**src/hw/rtl/assert_macros.svh**
```systemverilog
// Assertion macros used by the controller RTL of the block allocator.
`ifndef ASSERT_MACROS_SVH
`define ASSERT_MACROS_SVH
`ifndef SYNTHESIS
// Implication check, disabled while reset is high.
`define ASSERT_IMPL(label, clk, rst, ante, cons) \
   label: assert property (@(posedge clk) disable iff (rst) (ante) |-> (cons)) \
      else $error("assertion failed");
// Next-cycle implication check, disabled while reset is high.
`define ASSERT_NEXT(label, clk, rst, ante, cons) \
   label: assert property (@(posedge clk) disable iff (rst) (ante) |=> (cons)) \
      else $error("assertion failed");
`else
`define ASSERT_IMPL(label, clk, rst, ante, cons)
`define ASSERT_NEXT(label, clk, rst, ante, cons)
`endif
`endif

```
**src/hw/rtl/bffa_pkg.sv**
```systemverilog
// Package with the types, constants and codes of the block allocator.
package bffa_pkg;
   localparam int unsigned NUM_BLOCKS = 4096;
   localparam int unsigned MAP_WORDS = (NUM_BLOCKS + 31) / 32;
   localparam int unsigned WIDX_W = $clog2(MAP_WORDS);
   localparam int unsigned BLK_W = $clog2(NUM_BLOCKS);
   localparam int unsigned CNT_W = 13;
   localparam int unsigned ADDR_W = 32;
   localparam int unsigned BLOCK_SHIFT = 12;
   localparam logic [ADDR_W-1:0] BASE_RESET = 32'hA000_0000;
   localparam logic [ADDR_W:0] NUM_BLOCKS_EXT = (ADDR_W+1)'(NUM_BLOCKS);

   localparam logic [1:0] CMD_ALLOC = 2'd0;
   localparam logic [1:0] CMD_FREE = 2'd1;
   localparam logic [1:0] CMD_REPORT = 2'd2;

   localparam logic [1:0] ST_OK = 2'd0;
   localparam logic [1:0] ST_NO_SPACE = 2'd1;
   localparam logic [1:0] ST_BAD = 2'd2;

   // Commands from the controller to the datapath.
   typedef struct packed {
      logic load;       // capture request fields
      logic scan_start; // clear scan position and run length
      logic scan_step;  // consume one map word (read data valid)
      logic rd_en;      // issue map read at rd_addr
      logic [WIDX_W-1:0] rd_addr;
      logic mark_start; // load mark cursor (alloc or free)
      logic mark_step;  // apply mask to word read back
      logic mark_set;   // 1 sets bits, 0 clears bits
      logic finish;     // build result
      logic [1:0] res_status;
   } ctrl_type;

   // Status from the datapath to the controller.
   typedef struct packed {
      logic found;      // a run is complete
      logic scan_last;  // scan consumed the last word
      logic mark_last;  // current mark word is the final one
      logic free_bad;   // free request out of range
      logic cnt_zero;   // block count is zero
      logic cnt_over;   // block count above map size
      logic [WIDX_W-1:0] mark_word; // word index for the mark pass
   } stat_type;
endpackage

```
**src/hw/rtl/bffa_ctrl.sv**
```systemverilog
// Controller state machine of the block allocator.
module bffa_ctrl (
   input  logic clock,
   input  logic reset,
   input  logic req_valid,
   output logic req_stall,
   input  logic [1:0] req_command,
   output logic rsp_valid,
   input  logic rsp_stall,
   input  bffa_pkg::stat_type stat,
   output bffa_pkg::ctrl_type ctrl,
   output logic idle
);
   import bffa_pkg::*;
   `include "assert_macros.svh"

   localparam logic [2:0] S_IDLE = 3'd0;
   localparam logic [2:0] S_DECIDE = 3'd1;
   localparam logic [2:0] S_SCAN = 3'd2;
   localparam logic [2:0] S_MARK_RD = 3'd3;
   localparam logic [2:0] S_MARK_WR = 3'd4;
   localparam logic [2:0] S_DONE = 3'd5;
   localparam logic [2:0] S_OUT = 3'd6;

   logic [2:0] state_ff, state_in;
   logic [WIDX_W:0] raddr_ff, raddr_in;   // scan read pointer
   logic [1:0] cmd_ff, cmd_in;
   logic [1:0] stat_ff, stat_in;
   logic rvalid_ff, rvalid_in;             // scan read data valid next cycle

   always_comb begin
      state_in = state_ff;
      raddr_in = raddr_ff;
      cmd_in = cmd_ff;
      stat_in = stat_ff;
      rvalid_in = 1'b0;
      ctrl = '0;
      ctrl.mark_set = (cmd_ff == CMD_ALLOC);
      ctrl.res_status = stat_ff;
      case (state_ff)
         S_IDLE: begin
            if (req_valid) begin
               ctrl.load = 1'b1;
               cmd_in = req_command;
               state_in = S_DECIDE;
            end
         end
         S_DECIDE: begin
            stat_in = ST_OK;
            state_in = S_DONE;
            if (cmd_ff == CMD_ALLOC) begin
               if (stat.cnt_zero || stat.cnt_over) begin
                  stat_in = ST_NO_SPACE;
               end else begin
                  ctrl.scan_start = 1'b1;
                  ctrl.rd_en = 1'b1;
                  ctrl.rd_addr = '0;
                  raddr_in = (WIDX_W+1)'(1);
                  rvalid_in = 1'b1;
                  state_in = S_SCAN;
               end
            end else if (cmd_ff == CMD_FREE) begin
               if (stat.free_bad) begin
                  stat_in = ST_BAD;
               end else if (!stat.cnt_zero) begin
                  ctrl.mark_start = 1'b1;
                  state_in = S_MARK_RD;
               end
            end else if (cmd_ff != CMD_REPORT) begin
               stat_in = ST_BAD;
            end
         end
         S_SCAN: begin
            ctrl.scan_step = rvalid_ff;
            if (stat.found) begin
               ctrl.mark_start = 1'b1;
               state_in = S_MARK_RD;
            end else if (stat.scan_last) begin
               stat_in = ST_NO_SPACE;
               state_in = S_DONE;
            end else if (raddr_ff < (WIDX_W+1)'(MAP_WORDS)) begin
               ctrl.rd_en = 1'b1;
               ctrl.rd_addr = raddr_ff[WIDX_W-1:0];
               raddr_in = raddr_ff + 1'b1;
               rvalid_in = 1'b1;
            end
         end
         S_MARK_RD: begin
            ctrl.rd_en = 1'b1;
            ctrl.rd_addr = stat.mark_word;
            state_in = S_MARK_WR;
         end
         S_MARK_WR: begin
            ctrl.mark_step = 1'b1;
            state_in = stat.mark_last ? S_DONE : S_MARK_RD;
         end
         S_DONE: begin
            ctrl.finish = 1'b1;
            state_in = S_OUT;
         end
         S_OUT: begin
            if (!rsp_stall) begin
               state_in = S_IDLE;
            end
         end
         default: begin
            state_in = S_IDLE;
         end
      endcase
   end

   always_ff @(posedge clock) begin
      if (reset) begin
         state_ff <= S_IDLE;
         rvalid_ff <= 1'b0;
      end else begin
         state_ff <= state_in;
         rvalid_ff <= rvalid_in;
      end
      raddr_ff <= raddr_in;
      cmd_ff <= cmd_in;
      stat_ff <= stat_in;
   end

   assign req_stall = (state_ff != S_IDLE);
   assign rsp_valid = (state_ff == S_OUT);
   assign idle = (state_ff == S_IDLE);

   `ASSERT_NEXT(a_accept_leaves_idle, clock, reset, req_valid && !req_stall,
      state_ff == S_DECIDE)
   `ASSERT_IMPL(a_no_accept_while_busy, clock, reset, rsp_valid, req_stall)
   `ASSERT_IMPL(a_write_only_in_mark, clock, reset, ctrl.mark_step,
      state_ff == S_MARK_WR)
   `ASSERT_NEXT(a_rsp_holds, clock, reset, rsp_valid && rsp_stall, rsp_valid)
endmodule

```
**config.mk**
```make
export PLATFORM = sky130hd
export DESIGN_NAME = bffa_ctrl
export DESIGN_NICKNAME = d
export VERILOG_FILES = /design/src/hw/rtl/bffa_pkg.sv /design/src/hw/rtl/bffa_ctrl.sv
export VERILOG_INCLUDE_DIRS = /design/src /design/src/hw/rtl
export SDC_FILE = /design/constraint.sdc
export NUM_CORES = 1
export LEC_CHECK = 0
export ABC_AREA = 1
export BUFFER_PORTS_ARGS = -buffer_cell sky130_fd_sc_hd__clkbuf_2
export CAP_MARGIN = 20
export CORE_UTILIZATION = 43
export CTS_BUF_LIST = sky130_fd_sc_hd__clkbuf_8 sky130_fd_sc_hd__clkbuf_16
export CTS_CLUSTER_DIAMETER = 60
export CTS_CLUSTER_SIZE = 12
export DETAILED_ROUTE_END_ITERATION = 16
export PLACE_DENSITY = 0.77
export SETUP_SLACK_MARGIN = 0.05
export SYNTH_ARGS = -nofsm -noshare
export SYNTH_HDL_FRONTEND = slang
export SYNTH_SLANG_ARGS = --single-unit
```
**constraint.sdc**
```tcl
create_clock -name clock -period 1.6 [get_ports clock]
set_input_delay 0.24 -clock clock [delete_from_list [all_inputs] [get_ports clock]]
set_output_delay 0.24 -clock clock [all_outputs]
set_load 0.02 [all_outputs]
```
---- Yosys cells after proc, flatten, opt, wreduce, memory -nomap -nowiden ----
Index checks and enable logic that the tools add are counted.
word-level totals
  flip-flop bits (word level) ............. 16
  input port bits ......................... 19
  logic and storage cells ................. 82
operators by class
  add/subtract/negate cells ............... 1
  order comparisons ....................... 1
  equality and inequality tests ........... 17
  mux-type cells .......................... 49
  reduce and logical (&&, ||, !) cells .... 9
operators by type and width
  cell                                                                    count
  8-bit 2-to-1 mux                                                        10
  3-bit 2-to-1 mux                                                        10
  8-bit case mux with 3 select lines                                      1
  3-bit case mux with 7 select lines                                      1
  2-bit != test (second input constant)                                   9
  1-bit 2-to-1 mux                                                        17
  8-bit case mux with 2 select lines                                      1
  2-bit 2-to-1 mux                                                        6
  3-bit equality test (second input constant)                             3
  8-bit by 1-bit adder with 8-bit output (second input constant)          1
  8-bit less-than comparator (second input constant)                      1
  3-bit by 2-bit equality test with 1-bit output (second input constant)  2
  3-bit AND reduction                                                     2
  6-bit AND reduction                                                     1
  1-bit case mux with 2 select lines                                      2
  2-bit case mux with 2 select lines                                      1
  3-bit by 1-bit equality test with 1-bit output (second input constant)  1
  3-bit zero test                                                         1
  3-bit != test (second input constant)                                   1
  3-bit nonzero test                                                      1
  2-bit by 1-bit equality test with 1-bit output (second input constant)  1
  2-bit zero test                                                         1
  2-bit AND reduction                                                     1
  2-bit nonzero test                                                      1
  1-bit logical OR                                                        1

---- Logic depth before layout (Yosys ltp) ----
Gate-level depths: netlist of run 1.
  depth after elaboration ................. 5
  gate-level depth with buffers ........... 8

---- Worst setup path before layout of run 1 ----
No wires, ideal clock.
  kind .................................... register -> register
  from .................................... reg state_ff[0]
  to ...................................... reg cmd_ff[0] (enable)
  setup time .............................. 0.369 ns
  data arrival time ....................... 1.242 ns
  data required time ...................... 1.231 ns
  setup slack ............................. -0.011 ns
  stages on the path, launching flop included .. 5
  buffers on the path ..................... 1
  period minus slack after synthesis ...... 1.611 ns
  cell sequence ........................... dfxtp_1 buf_2 nor2_1 nand2_1 nor2_1
on the way
  word-level cells in the longest chain between the ends .. 2
RTL lines
  item                           line              RTL
  from (decl)                    bffa_ctrl.sv:25   logic [2:0] state_ff, state_in;
  from (signal assigned)         bffa_ctrl.sv:117  state_ff <= state_in;
  3-bit zero test                bffa_ctrl.sv:40   case (state_ff)
  2-bit AND reduction (no line)  n/a
  to (signal assigned)           bffa_ctrl.sv:121  cmd_ff <= cmd_in;
  to (decl)                      bffa_ctrl.sv:27   logic [1:0] cmd_ff, cmd_in;
Every way passes these cells.
A chain may end at the register's enable or synchronous reset.

==> results.cfg, run 1 <==
[outcome]
status = complete, but fails checks
violations = setup timing

[timing]
rsz0062_at_grt = yes
finalCriticalPeriod_ps = 1650
setup_viol = 6
finalMaxSlewViolations = 0
finalSetupTns_ps = -252
slew_headroom_pct = 80.1
hold_viol_final = 0
finalCritPeriodShare_pct = 103
max_freq_mhz = 606
setup_ws_ps = -49.5
worst_pin_slew_ps = 297
finClkSkew_ps = 3.00

[routing]
wl_per_cell_um = 14.1
first_pass_iters = 4
ant_nets = 0
routed_wl_mm = 3.02
via_per_inst = 5.49
drt_iter0_markers = 44
post-route-drc-count = 0
vias = 1174

[logic_synthesis]
syn-cell-area_um2 = 1040
netlist_instances = 133
ys_ff_latch = 16
syn_nets = 153
synth_seq_area_share_pct = 42.3
syn_area_per_cell_um2 = 7.83
synthDistinctLibCells = 25
yosysWarnings = 0

[worst_setup_path]
worstPathArrival_ps = 1410
worstReg2RegStart = state_ff[1]
r2r-end = raddr_ff[3]
r2r_setup_slack_ps = 60
worstSetupPathType = register to output port
path_max_fanout = 6
crit_path_start_kind = register
r2r_cells = 8
cp-end-kind = output port
required_ps = 1360

[clock_network]
clock_latency_ps = 250
cts_tree = done
hold_buffers = 0
clockBufferDepth = 2
clkTransAtPathRegs_ps = 70
root_buffer = clkbuf_8
cts.htree.levels = 1
cts_sinks = 16
cts_buffers = 3

[worst_hold_path]
holdCritStartpoint = req_command[0]
holdPathEnd = cmd_ff[0]
hp-class = input port to register
hold_depth = 1

[final_layout]
stdcell_count = 214
antenna_cells = 0
final_nets = 207
nFillCells = 178
drive_above_1_share_pct = 43.5
syn_to_final_growth_pct = 44.5
stdcell_area_um2 = 1500

[floorplanning]
design.die.area_um2 = 2620
rows = 17
core_um2 = 2250
die_height_um = 51.2
ios = 39
start_util_pct = 46.2
die-width_um = 51.2

[placement]
place_area_um2 = 1290
dp.cells = 202
gp_congestion = 0.892
port_buffers = 38
place_hpwl_mm = 2.01
dpl_worst_slack_ps = 6.68

[global_routing]
overflow = 0
first_global_vias = 1031
grt_pass1_wl_mm = 4.27
grt_usage_pct = 22.3
grt_max_degree = 12
antenna_found_initial = 0

[power]
finalPower_mw = 2.10
power_density_nw_per_um2 = 1400
p_leak_nw = 0.741
vdd_drop_max_v = 0.000952

[run]
maxCapViolations = 0
per-stage QoR:
step                util [%]  hold slack [ps]
CTS                     63.7              161
finish                  66.7              161
global route            66.7              163
detailed placement      57.3              420
global placement        57.3              417
floorplan                  -              302
cell usage in the layout (no fill, tap or decap), drive strengths merged:
| cell | netlist | layout |
|---|---|---|
| nand3 | 18 | 18 |
| o22ai | 1 | 1 |
| xor2 | 1 | 1 |
| o21ai | 12 | 12 |
| o211ai | 1 | 1 |
| o31ai | 1 | 1 |
| nor4 | 1 | 1 |
| clkinv | 0 | 1 |
| nor2 | 19 | 19 |
| nand4 | 1 | 1 |
| ha | 1 | 1 |
| a21oi | 8 | 8 |
| inv | 23 | 23 |
| edfxtp | 12 | 12 |
| nor3 | 5 | 5 |
| dfxtp | 4 | 4 |
| nand2 | 23 | 23 |
| buf | 2 | 16 |
| clkbuf | 0 | 38 |
what timing repair did:
action / CTS / global route
gates resized for setup: 19 / 12
setup endpoints to repair: 23 / 26
setup buffers: 4 / 4
pin swaps: 2 / 4
Yosys cell counts:
cell type	count	area, µm²
inv_1	21	78.8
nand2_1	21	78.8
nand3_1	18	90.1
nor2_1	17	63.8
edfxtp_1	12	360
a21oi_1	7	35.0
o21ai_2	7	61.3
o21ai_0	5	25.0
dfxtp_1	4	80.1
nor3_1	4	20.0
nand2_4	2	22.5
nor2_4	2	22.5
a21oi_2	1	8.76
buf_2	1	5.00
buf_6	1	11.3
ha_1	1	12.5
inv_2	1	3.75
inv_6	1	8.76
nand4_1	1	6.26
nor3_2	1	10.0
nor4_1	1	6.26
o211ai_1	1	7.51
o22ai_1	1	6.26
o31ai_1	1	7.51
xor2_1	1	8.76
layer usage:
layer | up-vias | share of wire, % | track usage (%)
li1 | 551 | - | -
met1 | 544 | 41 | 27.0
met2 | 71 | 49 | 37.5
met3 | 8 | 7.7 | 4.76
met4 | 0 | 2.0 | 10.2
met5 | - | 0 | 0
how the worst max path moves through the flow:
stage                     slack (ps)          end  cells past startpoint        start
final                            -50     ctrl[11]                      7  state_ff[1]
after floorplan                  110  raddr_ff[0]                      6  state_ff[1]
after global placement            90  raddr_ff[0]                      6  state_ff[1]
after detailed placement           7  raddr_ff[7]                      6  state_ff[1]
after CTS                        -70     ctrl[12]                      7  state_ff[1]
after global routing            -110     ctrl[16]                      5  state_ff[0]
power breakdown:
part	switching, mW	internal [mW]
logic	0.739	0.406
clock network	0.144	0.170
registers	0.0764	0.566
total	0.960	1.14
worst max-delay path, stage by stage (launching register included):
cell	delay [ps]
dfxtp_4	390
inv_4	40
nor2_4	100
nand2_4	70
nor2_4	150
nand2_4	110
o21ai_2	140
clkbuf_8	160
state kept, by name (all words and copies together), names as in the netlist:
| name | flops |
|---|---|
| cmd_ff | 2 |
| state_ff | 3 |
| rvalid_ff | 1 |
| stat_ff | 2 |
| raddr_ff | 8 |
logic make-up after synthesis:
kind of cell / synth area share [%]
simple gates: 30.8
flops: 42.3
fa+ha+maj: 1.20
xor+xnor: 0.841
compound gates: 14.5
buf+inv: 10.3
area by class of cell:
type / count / area, µm² / share of cell area [%]
clock buffer: 3 / 41.3 / 2.75
clock inverter: 1 / 3.75 / 0.250
inverter: 23 / 93.8 / 6.24
multi-input combinational: 92 / 541 / 35.9
sequential: 16 / 445 / 29.6
tap: 28 / 35.0 / 2.33
timing repair buffer: 51 / 344 / 22.9
(Power assumes the default switching activity.)
==> inputs of run 2 (changes only) <==
--- a/config.mk
+++ b/config.mk
@@ -14,7 +14,7 @@
 export CTS_CLUSTER_DIAMETER = 60
 export CTS_CLUSTER_SIZE = 12
 export DETAILED_ROUTE_END_ITERATION = 16
-export PLACE_DENSITY = 0.77
+export PLACE_DENSITY = 0.74
 export SETUP_SLACK_MARGIN = 0.05
 export SYNTH_ARGS = -nofsm -noshare
 export SYNTH_HDL_FRONTEND = slang
==> run 2 against run 1 <==
The run still ends with setup timing left. Non-clock buffer count increased by 1. Clock-buffer cell count stayed put. First-iteration DRC count is 32% lower. Register-to-register slack got worse by 60 ps. Setup slack got worse by 43 ps. Hold slack improved by 5.3 ps. Sequential power is 1% higher. Critical path type unchanged.
==> results.cfg, run 2 (synthesis gave the netlist of run 1 again) <==
[final_layout]
stdcell_count = 215
reg_top3 = raddr_ff (8), state_ff (3)
utilization_pct = 66.8
final_common_cell = clkbuf_2
syn_to_final_growth_pct = 44.7
final_nets = 208
largest-register = raddr_ff
drive_above_1_share_pct = 42.8
final_cell_mix = 26 x clkbuf_2, 20 x inv_1, 19 x nand2_1, 17 x buf_4, 16 x nand3_1
antenna_cells = 0
largest_reg_flops = 8
nFillCells = 190

[worst_setup_path]
required_ps = 1360
cp-end-kind = output port
path_max_fanout = 4
worstSetupPathType = register to output port
crit_path_start_kind = register
worstPathArrival_ps = 1450

[routing]
first_pass_iters = 4
via_per_inst = 5.23
ant_nets = 0
drt_iter0_markers = 30
routed_wl_mm = 2.68
post-route-drc-count = 0
wl_per_cell_um = 12.5
vias = 1125

[global_routing]
antenna_found_initial = 0
grt_pass1_wl_mm = 4.38
grt_max_degree = 12
grt_usage_pct = 22.4
overflow = 0
first_global_vias = 1050

[clock_network]
cts_tree = done
clockBufferDepth = 2
clock_latency_ps = 240
clkTransAtPathRegs_ps = 60
hold_buffers = 0
cts_buffers = 3
root_buffer = clkbuf_8
cts_sinks = 16
cts.htree.levels = 1

[timing]
max_freq_mhz = 591
slew_headroom_pct = 76.6
finalSetupTns_ps = -301
hold_viol_final = 0
finalCritPeriodShare_pct = 106
setup_ws_ps = -92.3
rsz0062_at_grt = yes
setup_viol = 15
finalMaxSlewViolations = 0
finClkSkew_ps = 1.10
worst_pin_slew_ps = 349
holdWs_ps = 166
finalCriticalPeriod_ps = 1690

[power]
vdd_drop_max_v = 0.00120
power_density_nw_per_um2 = 1420
finalPower_mw = 2.14
p_leak_nw = 0.743

[worst_hold_path]
hp-class = input port to register

[floorplanning]
core_um2 = 2250
die_height_um = 51.2
rows = 17
ios = 39
start_util_pct = 46.2
design.die.area_um2 = 2620
die-width_um = 51.2

[placement]
port_buffers = 38
dp.cells = 202
gp_congestion = 0.943
place_hpwl_mm = 2.02

[outcome]
violations = setup timing
status = complete, but fails checks

[run]
maxCapViolations = 0
run 2: final timing paths:
path | start | endpoint | slack, ps | cells past startpoint
worst max-delay path | state_ff[1] | ctrl[13] | -90 | 5
worst min-delay path | req_command[1] | cmd_ff[1] | 170 | 1
worst max register to register | state_ff[2] | raddr_ff[3] | 0 | 6
worst min register to register | state_ff[2] | state_ff[2] | 620 | 2
run 2: where the power goes:
part,internal [mW],switching (mW)
clock network,0.170,0.132
registers,0.570,0.0810
logic,0.464,0.722
run 2: what timing repair did:
| action | 4_1_cts | 5_1_grt |
|---|---|---|
| endpoints found under the setup margin | 21 | 25 |
| pin swaps | 5 | 4 |
| setup buffers | 5 | 4 |
| hold endpoints to repair | 0 | 0 |
| gates cloned | 0 | 0 |
| gates resized for setup | 20 | 13 |
run 2: final cells by class:
class | instances | area (µm²) | share of cell area, %
tap | 28 | 35.0 | 2.33
clock buffer | 3 | 41.3 | 2.74
multi-input combinational | 92 | 524 | 34.8
clock inverter | 1 | 3.75 | 0.249
timing repair buffer | 52 | 360 | 23.9
inverter | 23 | 93.8 | 6.23
sequential | 16 | 448 | 29.7
run 2: routing by layer:
| layer | vias to the layer above | GRT usage, % | wire, µm |
|---|---|---|---|
| met1 | 523 | 27.1 | 1090 |
| met2 | 39 | 40.4 | 1420 |
| met5 | - | 0 | 0 |
| li1 | 555 | - | - |
| met4 | 0 | 7.41 | 58 |
| met3 | 8 | 3.27 | 113 |
run 2: worst max-delay path, stage by stage (launching register included):
cell and delay, ps:
dfxtp_4 360, buf_6 120, nor3_4 230, nand3_2 160
o211ai_1 150, buf_4 180
run 2: metrics by stage:
step                instance area (µm²)  setup slack (ps)
finish                             1510             -92.3
global route                       1510              -117
CTS                                1440             -82.2
detailed placement                 1290              32.8
global placement                   1290               105
floorplan                          1050               106
